`src/hdl/bmbr_pkg.sv`:
```
// ---------------------------------------------------------------------------
// bmbr_pkg
// Types and codes shared by the bicolor matrix block rotator.
// ---------------------------------------------------------------------------
package bmbr_pkg;

    // orientation codes
    localparam logic [1:0] ORIENT_TRANSPOSE = 2'd0;
    localparam logic [1:0] ORIENT_DIRECT    = 2'd1;
    localparam logic [1:0] ORIENT_MIRRORED  = 2'd2;
    localparam logic [1:0] ORIENT_BYTE_REV  = 2'd3;

    // register indexes (paddr[3:2])
    localparam logic [1:0] REG_ORIENTATION = 2'd0;
    localparam logic [1:0] REG_MIRROR_X    = 2'd1;
    localparam logic [1:0] REG_BASE_ADDR   = 2'd2;

    localparam logic [6:0] BASE_ADDR_RESET = 7'd112;
    localparam logic [2:0] LAST_COL        = 3'd7;

    typedef logic [7:0][15:0] rows_t;

    typedef struct packed {
        logic [2:0]  chip_index;
        logic        rotate_half_turn;
        logic [15:0] row0;
        logic [15:0] row1;
        logic [15:0] row2;
        logic [15:0] row3;
        logic [15:0] row4;
        logic [15:0] row5;
        logic [15:0] row6;
        logic [15:0] row7;
    } blk_t;

    typedef struct packed {
        logic [6:0]  device_address;
        logic [3:0]  ram_address;
        logic [15:0] column_word;
        logic        last;
    } col_t;

    typedef struct packed {
        logic [1:0] orientation;
        logic       mirror_x;
        logic [6:0] base_device_address;
    } cfg_t;

endpackage

```
`src/hdl/bicolor_matrix_block_rotator_unit.sv`:
```
// ---------------------------------------------------------------------------
// bicolor_matrix_block_rotator_unit
// Turns an 8-row two-color block into eight column words for a driver RAM.
// ---------------------------------------------------------------------------
//  channel | ports                          | payload
//  --------+--------------------------------+---------------------------
//  blk     | blk_valid / blk_stall (out)    | blk_t: chip, half turn, rows
//  col     | col_valid / col_stall (in)     | col_t: addresses, word, last
//  config  | psel penable pwrite paddr ...  | 3 registers at 0x0, 0x4, 0x8
//
//  Each request yields eight column words, one per cycle through the column
//  counter unless col_stall holds it; the next request is taken in the cycle
//  its last column issues. Output register decouples the sides. Reset clears
//  valid flags and the registers to their defaults.
//  col_stall holds the output register and the column counter.
// ---------------------------------------------------------------------------
module bicolor_matrix_block_rotator_unit
    import bmbr_pkg::*;
(
    input  logic        clk,
    input  logic        rst_n,
    input  logic        psel,
    input  logic        penable,
    input  logic        pwrite,
    input  logic [3:0]  paddr,
    input  logic [31:0] pwdata,
    output logic [31:0] prdata,
    output logic        pready,
    input  logic        blk_valid,
    output logic        blk_stall,
    input  blk_t        blk,
    output logic        col_valid,
    input  logic        col_stall,
    output col_t        col
);

    cfg_t        cfg;
    logic        hold_valid_reg;
    logic        hold_valid_next;
    logic [2:0]  col_cnt_reg;
    logic [2:0]  col_cnt_next;
    rows_t       rows_reg;
    logic [1:0]  orient_reg;
    logic [6:0]  dev_reg;
    logic        col_valid_reg;
    logic        col_valid_next;
    col_t        col_reg;
    logic        advance;
    logic        accept;
    logic [15:0] word;

    bmbr_cfg u_cfg (
        .clk     (clk),
        .rst_n   (rst_n),
        .psel    (psel),
        .penable (penable),
        .pwrite  (pwrite),
        .paddr   (paddr),
        .pwdata  (pwdata),
        .prdata  (prdata),
        .pready  (pready),
        .cfg     (cfg)
    );

    bmbr_column u_column (
        .rows   (rows_reg),
        .orient (orient_reg),
        .flip   (cfg.mirror_x),
        .col    (col_cnt_reg),
        .word   (word)
    );

    assign advance   = hold_valid_reg && (!col_valid_reg || !col_stall);
    assign blk_stall = hold_valid_reg && !(advance && (col_cnt_reg == LAST_COL));
    assign accept    = blk_valid && !blk_stall;

    always_comb
    begin
        hold_valid_next = hold_valid_reg;
        col_cnt_next    = col_cnt_reg;
        if (advance)
        begin
            col_cnt_next = col_cnt_reg + 3'd1;
            if (col_cnt_reg == LAST_COL)
                hold_valid_next = 1'b0;
        end
        if (accept)
        begin
            hold_valid_next = 1'b1;
            col_cnt_next    = 3'd0;
        end

        if (advance)
            col_valid_next = 1'b1;
        else if (!col_stall)
            col_valid_next = 1'b0;
        else
            col_valid_next = col_valid_reg;
    end

    always_ff @(posedge clk or negedge rst_n)
    begin
        if (!rst_n)
        begin
            hold_valid_reg <= 1'b0;
            col_cnt_reg    <= 3'd0;
            col_valid_reg  <= 1'b0;
        end
        else
        begin
            hold_valid_reg <= hold_valid_next;
            col_cnt_reg    <= col_cnt_next;
            col_valid_reg  <= col_valid_next;
        end
    end

    always_ff @(posedge clk)
    begin
        if (accept)
        begin
            rows_reg   <= {blk.row7, blk.row6, blk.row5, blk.row4,
                           blk.row3, blk.row2, blk.row1, blk.row0};
            orient_reg <= cfg.orientation ^ {blk.rotate_half_turn, 1'b0};
            dev_reg    <= cfg.base_device_address | {3'd0, blk.chip_index, 1'b0};
        end
        if (advance)
        begin
            col_reg.device_address <= dev_reg;
            col_reg.ram_address    <= {col_cnt_reg, 1'b0};
            col_reg.column_word    <= word;
            col_reg.last           <= (col_cnt_reg == LAST_COL);
        end
    end

    assign col_valid = col_valid_reg;
    assign col       = col_reg;

endmodule

```
`src/hdl/bmbr_cfg.sv`:
```
// ---------------------------------------------------------------------------
// bmbr_cfg
// APB register file: orientation, mirror_x, base_device_address.
// ---------------------------------------------------------------------------
module bmbr_cfg
    import bmbr_pkg::*;
(
    input  logic        clk,
    input  logic        rst_n,
    input  logic        psel,
    input  logic        penable,
    input  logic        pwrite,
    input  logic [3:0]  paddr,
    input  logic [31:0] pwdata,
    output logic [31:0] prdata,
    output logic        pready,
    output cfg_t        cfg
);

    logic [1:0] orientation_reg;
    logic       mirror_x_reg;
    logic [6:0] base_addr_reg;
    logic       wr_en;

    assign pready = 1'b1;
    assign wr_en  = psel && penable && pwrite;

    always_ff @(posedge clk or negedge rst_n)
    begin
        if (!rst_n)
        begin
            orientation_reg <= ORIENT_TRANSPOSE;
            mirror_x_reg    <= 1'b0;
            base_addr_reg   <= BASE_ADDR_RESET;
        end
        else if (wr_en)
        begin
            case (paddr[3:2])
                REG_ORIENTATION: orientation_reg <= pwdata[1:0];
                REG_MIRROR_X:    mirror_x_reg    <= pwdata[0];
                REG_BASE_ADDR:   base_addr_reg   <= pwdata[6:0];
                default:         ;
            endcase
        end
    end

    always_comb
    begin
        case (paddr[3:2])
            REG_ORIENTATION: prdata = {30'd0, orientation_reg};
            REG_MIRROR_X:    prdata = {31'd0, mirror_x_reg};
            REG_BASE_ADDR:   prdata = {25'd0, base_addr_reg};
            default:         prdata = 32'd0;
        endcase
    end

    assign cfg.orientation         = orientation_reg;
    assign cfg.mirror_x            = mirror_x_reg;
    assign cfg.base_device_address = base_addr_reg;

endmodule

```
`src/hdl/bmbr_column.sv`:
```
// ---------------------------------------------------------------------------
// bmbr_column
// Forms one oriented, bit-reversed 16-bit column word from an 8-row block.
// ---------------------------------------------------------------------------
module bmbr_column
    import bmbr_pkg::*;
(
    input  rows_t       rows,
    input  logic [1:0]  orient,
    input  logic        flip,
    input  logic [2:0]  col,
    output logic [15:0] word
);

    logic [2:0]  src_col;
    logic        flip_eff;
    logic [15:0] b;
    logic [15:0] r;

    // mirrored transpose = transpose of column 7-col with the flip inverted
    assign src_col  = (orient == ORIENT_MIRRORED) ? ~col : col;
    assign flip_eff = flip ^ (orient == ORIENT_MIRRORED);
    assign r        = rows[~col];

    always_comb
    begin
        b = 16'd0;
        case (orient)
            ORIENT_TRANSPOSE, ORIENT_MIRRORED:
            begin
                for (int i = 0; i < 8; i++)
                begin
                    if (flip_eff)
                    begin
                        b[i]     = rows[i][{1'b0, src_col}];
                        b[i + 8] = rows[i][{1'b1, src_col}];
                    end
                    else
                    begin
                        b[7 - i]  = rows[i][{1'b0, src_col}];
                        b[15 - i] = rows[i][{1'b1, src_col}];
                    end
                end
            end
            ORIENT_DIRECT:
                b = rows[col];
            ORIENT_BYTE_REV:
            begin
                for (int i = 0; i < 8; i++)
                begin
                    b[7 - i]  = r[i];
                    b[15 - i] = r[i + 8];
                end
            end
            default:
                b = 16'd0;
        endcase
    end

    always_comb
    begin
        for (int k = 0; k < 16; k++)
            word[15 - k] = b[k];
    end

endmodule

```
`config.mk`:
```
export PLATFORM = sky130hd
export DESIGN_NAME = bicolor_matrix_block_rotator_unit
export DESIGN_NICKNAME = d
export VERILOG_FILES = /design/src/hdl/bmbr_pkg.sv /design/src/hdl/bicolor_matrix_block_rotator_unit.sv /design/src/hdl/bmbr_cfg.sv /design/src/hdl/bmbr_column.sv
export SDC_FILE = /design/constraint.sdc
export NUM_CORES = 1
export LEC_CHECK = 0
export ABC_AREA = 0
export CORE_ASPECT_RATIO = 1.4
export CORE_MARGIN = 4
export CORE_UTILIZATION = 59
export CTS_BUF_LIST = sky130_fd_sc_hd__clkbuf_4 sky130_fd_sc_hd__clkbuf_8 sky130_fd_sc_hd__clkbuf_16
export CTS_CLUSTER_DIAMETER = 100
export DETAILED_ROUTE_END_ITERATION = 6
export DONT_BUFFER_PORTS = 1
export HOLD_SLACK_MARGIN = 0.06
export PLACE_DENSITY = 0.87
export REMOVE_ABC_BUFFERS = 1
export SLEW_MARGIN = 10
export SYNTH_ARGS = -nofsm -noshare
export SYNTH_HDL_FRONTEND = slang
export SYNTH_SLANG_ARGS = --single-unit
export TNS_END_PERCENT = 10
```
`constraint.sdc`:
```
create_clock -name clk -period 6.2 [get_ports clk]
set_input_delay 0.31 -clock clk [delete_from_list [all_inputs] [get_ports clk]]
set_output_delay 0.31 -clock clk [all_outputs]
set_load 0.01 [all_outputs]
```
# [Yosys cells after proc, flatten, opt, wreduce, memory -nomap -nowiden]
# Cells that the tools add are included.
# W data, S select, Z words.
[totals] regBits=179 input_bits=175 out_inout_bits=63
[op_classes] addsub=1 magnitude_cmp=4 eq_ne=7 n_mux=62 n_bitwise=4 reduce_logical=20
[ops] op="$bmux W16 S3" count=2
[ops] op="$bmux W1 S3" count=16
[ops] op="$pmux W16 S3" count=1
[ops] op="$mux W1" count=37
[ops] op="$mux W16" count=2
[ops] op="$pmux W7 S3" count=1
[ops] op="$mux W3" count=3
[ops] op="$lt A3 B4 Y1 const B" count=2
[ops] op="$reduce_and A2 Y1" count=4
[ops] op="$or A7 B4 Y7" count=1
[ops] op="$eq A2 B2 Y1 const B" count=3
[ops] op="$logic_and A1 B1 Y1" count=6
[ops] op="$lt A3 B5 Y1 const B" count=1
[ops] op="$lt A4 B5 Y1 const B" count=1
[ops] op="$eq A2 B1 Y1 const B" count=2
[ops] op="$logic_not A1 Y1" count=4
[ops] op="$logic_not A2 Y1" count=2
[ops] op="$reduce_bool A2 Y1" count=2
[ops] op="$add A3 B1 Y3 const B" count=1
[ops] op="$eq A3 B3 Y1 const B" count=1
[ops] op="$not A3 Y3" count=1
[ops] op="$ne A2 B1 Y1 const B" count=1
[ops] op="$reduce_or A2 Y1" count=1
[ops] op="$xor A2 B2 Y2" count=1
[ops] op="2 further kinds" count=2

# [Longest topological paths before layout]
[depth] ltp_word=10 ltp_mapped=11 ltp_nobuf=6

# [By module]
# A second synthesis with hierarchy kept.
[hier_totals] cells_unflattened=622 hier_area_um2=10473.8
[by_module_without_submodules] mod="bicolor_matrix_block_rotator_unit" instances=1 cells_each=199 area_each_um2=5248.8 seq_area_each_um2=5049.8
[by_module_without_submodules] mod="bmbr_column" instances=1 cells_each=359 area_each_um2=4529.3 seq_area_each_um2=0.0
[by_module_without_submodules] mod="bmbr_cfg" instances=1 cells_each=64 area_each_um2=695.7 seq_area_each_um2=254.0

# [Worst setup path after synthesis]
# No wires, ideal clock.
[synth_path] path_kind="flip-flop to flip-flop" from="register col_cnt_reg[1]" to="register dev_reg[0], enable pin" arrival_ns=4.004 required_ns=5.685 slack_ns=1.681 path_stages_with_launch=6 n_path_buf=0 path_cell_list="dfrtp_1 ha_1 ha_1 nand2_1 nand2_1 and2_1"
[synth_via] elab_chain_cells=6
[synth_rtl] item="from (decl)" line_no="bicolor_matrix_block_rotator_unit.sv:40" source="logic [2:0] col_cnt_reg;"
[synth_rtl] item="from (signal assigned)" line_no="bicolor_matrix_block_rotator_unit.sv:112" source="col_cnt_reg <= col_cnt_next;"
[synth_rtl] item="$eq A3 B3 Y1" line_no="bicolor_matrix_block_rotator_unit.sv:74" source="assign blk_stall = hold_valid_reg && !(advance && (col_cnt_reg == LAST_COL));"
[synth_rtl] item="$logic_and A1 B1 Y1" line_no="bicolor_matrix_block_rotator_unit.sv:74"
[synth_rtl] item="$logic_not A1 Y1" line_no="bicolor_matrix_block_rotator_unit.sv:74"
[synth_rtl] item="$logic_and A1 B1 Y1" line_no="bicolor_matrix_block_rotator_unit.sv:74"
[synth_rtl] item="$logic_not A1 Y1" line_no="bicolor_matrix_block_rotator_unit.sv:75" source="assign accept = blk_valid && !blk_stall;"
[synth_rtl] item="$logic_and A1 B1 Y1" line_no="bicolor_matrix_block_rotator_unit.sv:75"
[synth_rtl] item="named net accept" line_no="bicolor_matrix_block_rotator_unit.sv:49" source="logic accept;"
[synth_rtl] item="to (signal assigned)" line_no="bicolor_matrix_block_rotator_unit.sv:124" source="dev_reg <= cfg.base_device_address | {3'd0, blk.chip_index, 1'b0};"
[synth_rtl] item="to (decl)" line_no="bicolor_matrix_block_rotator_unit.sv:44" source="logic [6:0] dev_reg;"
# The timed path passes the listed nets, and every way through them passes these cells.
# A chain may end at the register's enable or synchronous reset.

# [Worst setup path after layout]
[layout_path] from="register col_cnt_reg[0]" to="register col_reg (netlist bit col[10]) (data pin)"
[layout_via] elab_chain_cells=6 word_cells_on_any_way=12 cone_classes="11 x mux; 1 x bitwise"
[layout_rtl] item="$not A3 Y3" line_no="bmbr_column.sv:21, bmbr_column.sv:23"
[layout_rtl] item="$mux W3" line_no="bmbr_column.sv:21" source="assign src_col = (orient == ORIENT_MIRRORED) ? ~col : col;"
[layout_rtl] item="$bmux W1 S3 (on tied branches)" line_no="bmbr_column.sv:40, bmbr_column.sv:35"
[layout_rtl] item="$mux W1 (on tied branches)" line_no="bmbr_column.sv:40, bmbr_column.sv:35"
[layout_rtl] item="$mux W1" line_no="bmbr_column.sv:33" source="if (flip_eff)"
[layout_rtl] item="$pmux W16 S3 (*)" line_no="bmbr_column.sv:28" source="case (orient)"
[layout_rtl] item="named net u_column.b[6]" line_no="bmbr_column.sv:17" source="logic [15:0] b;"
[layout_rtl] item="to (decl)" line_no="bicolor_matrix_block_rotator_unit.sv:47" source="col_t col_reg;"
# Mark *: on every way through the listed nets, which the timed path passes. The rest lies on a longest branch. The select of a mux whose other input is x is not followed.

==> results by group <==
Timing
  • Fin crit share: a little over half
  • Max Transition Viols Final: 0
  • Worst relative slew slack: roughly 28%
  • Worst-margin pin slew: about 1.1 ns
  • RSZ-0062 raised after global routing: no
  • Setup Skew: 0.0129 ns
  • Final hold viol count: 0
  • Count of final setup violators: 0
  • Post-route minimum period: roughly 3.3 ns
  • Achievable Freq: ~300 MHz

Hold path
  • WHS Endpoint: orient_reg[1]
  • Hold Path Depth: 1
  • HP Class: in -> reg
  • Worst min-delay path startpoint: blk[128]

Placement
  • Gp weighted congestion: 0.959
  • Placed Instances: between 700 and 800
  • Hpwl dp: roughly 17 mm
  • Quantity of I/O buffers inserted on ports: 0

Floorplanning
  • Die Ht: around 160 um
  • Core footprint: 16900 um2
  • Die X: roughly 120 um
  • Initial Utilization: approximately three fifths
  • Row cnt: 56
  • Die ar.: between 15000 and 20000 um2
  • IO Count: approximately 240

Finish
  • Finished Layout Cells: between 900 and 1000
  • Layout cells sized above 1: around 27%
  • Nets@finish: between 800 and 900
  • Max reg flops: 128
  • Area grow syn2layout: 19.7%
  • Filler Cells Inserted: 971

Job
  • Max_cap viols: 0

Setup path
  • Startpoint class of the critical path: flop
  • Reg2Reg Depth: 5
  • CP peak stage delay: 1.07 ns
  • Crit path max fanout: 68
  • Reg2Reg Setup Slack: about 2.9 ns
  • Critical path class: reg -> reg
  • Crit Reg-Reg Endpoint: col[10]
  • WP data required: 6.38 ns
  • Reg2reg start: col_cnt_reg[0]
  • Critical Path AT: roughly 3.5 ns
  • Crit-path slowest cell: dfrtp_4
  • CP Cell Sequence: buf_12, mux4_2, mux2_2, a22o_1, a211o_1
  • Critical Path End Type: flop

Pwr
  • Switching share of power: around a third
  • Final Power: 5.19 mW
  • P_int: 3.42 mW
  • Clock power share: between 20% and 30%
  • Pwr/cell area: about 430 nW/um2
  • Switch Pwr: between 1.5 and 2 mW
  • Leak: between 4 and 5 nW
  • VDD IR max: 249 uV
  • Comb power frac: approximately two fifths
  • Seq pwr share: about 37%

Clock network
  • Post-CTS Resized: 0
  • TritonCTS clock tree: built
  • CTS Buffer Depth: 2
  • Clock slew at reported path FFs: around 0.070 ns
  • Hold_buf cts: around 140
  • Worst skew pair latency: approximately 0.43 ns
  • CTS Buf Count: 17
  • Post-CTS Repair Setup Buffers: 0
  • Clock root cell: clkbuf_16
  • CTS H-tree depth: 4
  • Num Clock Sinks: between 150 and 200

Routing
  • DRT iter0 DRCs: roughly 660
  • Met2 routed WL: approximately 15 mm
  • Vias per cell: slightly below 7
  • Drt total wl: between 20 and 30 mm
  • First drt pass iteration count: 7
  • Routed Antenna Nets: 0
  • Max layer used: met4
  • Via count: approximately 6500
  • Residual DRC: 0
  • Met3 WL: around 2.1 mm
  • Met1 WL: between 8 and 9 mm
  • Routed len/inst: 27.6 um

Global routing
  • Vias in the first global route: between 6000 and 7000
  • GRT overflow: 0
  • Largest net degree at the start of global routing: 69
  • Initial antenna violation count: 0
  • Gr usage total: about 27%
  • First-pass GRT wire length: just under 40 mm

Synth
  • Seq/Total Area, Yosys: about half
  • Post-synth EDFFs: between 150 and 200
  • Syn Inst Count: between 500 and 600
  • Synth top area share: 48.3%
  • Synthesis warning total: 0
  • Yosys top cell by area: edfxtp_1
  • Syn avg cell area: 17.5 um2
  • Yosys cell types: 45
  • Yosys reg bits: roughly 180
  • Synth area leaders: edfxtp_1, mux4_2, dfrtp_1
  • Synth async-reset ratio: approximately 8.4%
  • Synth Flop Type: edfxtp_1
  • Cell Area, Synth: ~10000 um2

Status
  • Status: complete, no violations
-- worst max path at each step --
stage / startpoint / to / slack [ns]
5_1_grt: col_cnt_reg[0] / col[16] / 2.65
3_5_place_dp: col_cnt_reg[0] / col[16] / 2.88
6_report: col_cnt_reg[0] / col[10] / 2.89
4_1_cts: col_cnt_reg[0] / col[16] / 2.85
2_1_floorplan: col_cnt_reg[0] / dev_reg[0] / -2.46
3_3_place_gp: col_cnt_reg[0] / col[9] / 2.92
-- routing by layer --
layer	global-route usage [%]	up-vias
li1	-	2661
met1	30.1	3308
met2	49.9	480
met3	6.23	81
met4	13.2	0
met5	0	-
-- layout make-up --
type	instances	area [um2]	share of cell area (%)
Tap cell	232	290	2.38
Sequential cell	179	5310	43.5
Clock inverter	15	201	1.65
Multi-Input combinational cell	355	4500	36.8
Timing Repair Buffer	149	1480	12.1
Antenna cell	1	2.50	0.0205
Inverter	2	7.51	0.0614
Clock buffer	17	425	3.48
-- cells in the mapped netlist, types with 3 or more instances --
master	count
edfxtp_1	164
mux4_2	117
buf_4	31
mux2i_1	30
nor2_1	30
mux2_2	24
buf_2	16
nand2_1	15
o21ai_0	14
a211o_1	13
dfrtp_1	12
a22o_1	10
clkbuf_1	10
mux4_1	10
nand3_1	9
buf_6	8
o32ai_1	8
and2_1	7
nand2b_1	7
buf_1	4
dfstp_2	3
or2_2	3
xnor2_1	3
-- critical path: cells and delay by family, from the launching register on --
family	cells	cell delay [ns]
flip-flops	1	1.07
multiplexers	2	0.93
AO/OA/AOI/OAI	2	0.54
buffers and inverters	1	0.47
-- cell usage in the layout, fill, tap and decap left out, types with 4 or more instances in the layout --
cell / count
a211o_1: 13
o32ai_1: 8
mux4_2: 117
a22o_1: 10
nand2b_1: 7
dfrtp_1: 10
mux2_2: 24
clkbuf_16: 17
conb_1: 27
dlygate4sd3_1: 141
mux4_1: 10
nand3_1: 9
nor2_1: 30
o21ai_0: 14
buf_4: 7
clkinvlp_4: 4
and2_1: 6
nand2_1: 15
mux2i_1: 30
edfxtp_1: 164
-- power groups by stage --
stage	registers (mW)	clock network [mW]	logic (mW)
finish	1.89	1.14	2.16
global route	1.93	1.20	2.29
CTS	1.89	1.14	2.13
detailed placement	1.91	0	2.03
global placement	1.90	0	1.98
floorplan	2.01	0	1.71
-- logic make-up after synthesis --
logic type | after synthesis | share of synthesized area [%]
muxes | 183 | 34.3
AOI/OAI and AO/OA | 59 | 4.38
adders and majority gates | 2 | 0.245
xor gates and xnor gates | 5 | 0.429
buffers and inverters | 73 | 4.93
DFF | 179 | 52.0
and+or+nand+nor | 79 | 3.70
other | 2 | 0.0736
-- metrics by stage --
stage	hold WS [ns]	setup slack (ns)	setup TNS, ns	utilization [%]	area [um2]
3_5_place_dp	0.0148	2.88	0	60.3	10200
2_1_floorplan	0.0144	-2.46	-343.94	-	9800
4_1_cts	0.104	2.85	0	72.3	12200
3_3_place_gp	0.0148	2.92	0	60.3	10200
6_report	0.114	2.89	0	72.4	12200
5_1_grt	0.0961	2.65	0	72.3	12200
(Power assumes the default switching activity.)
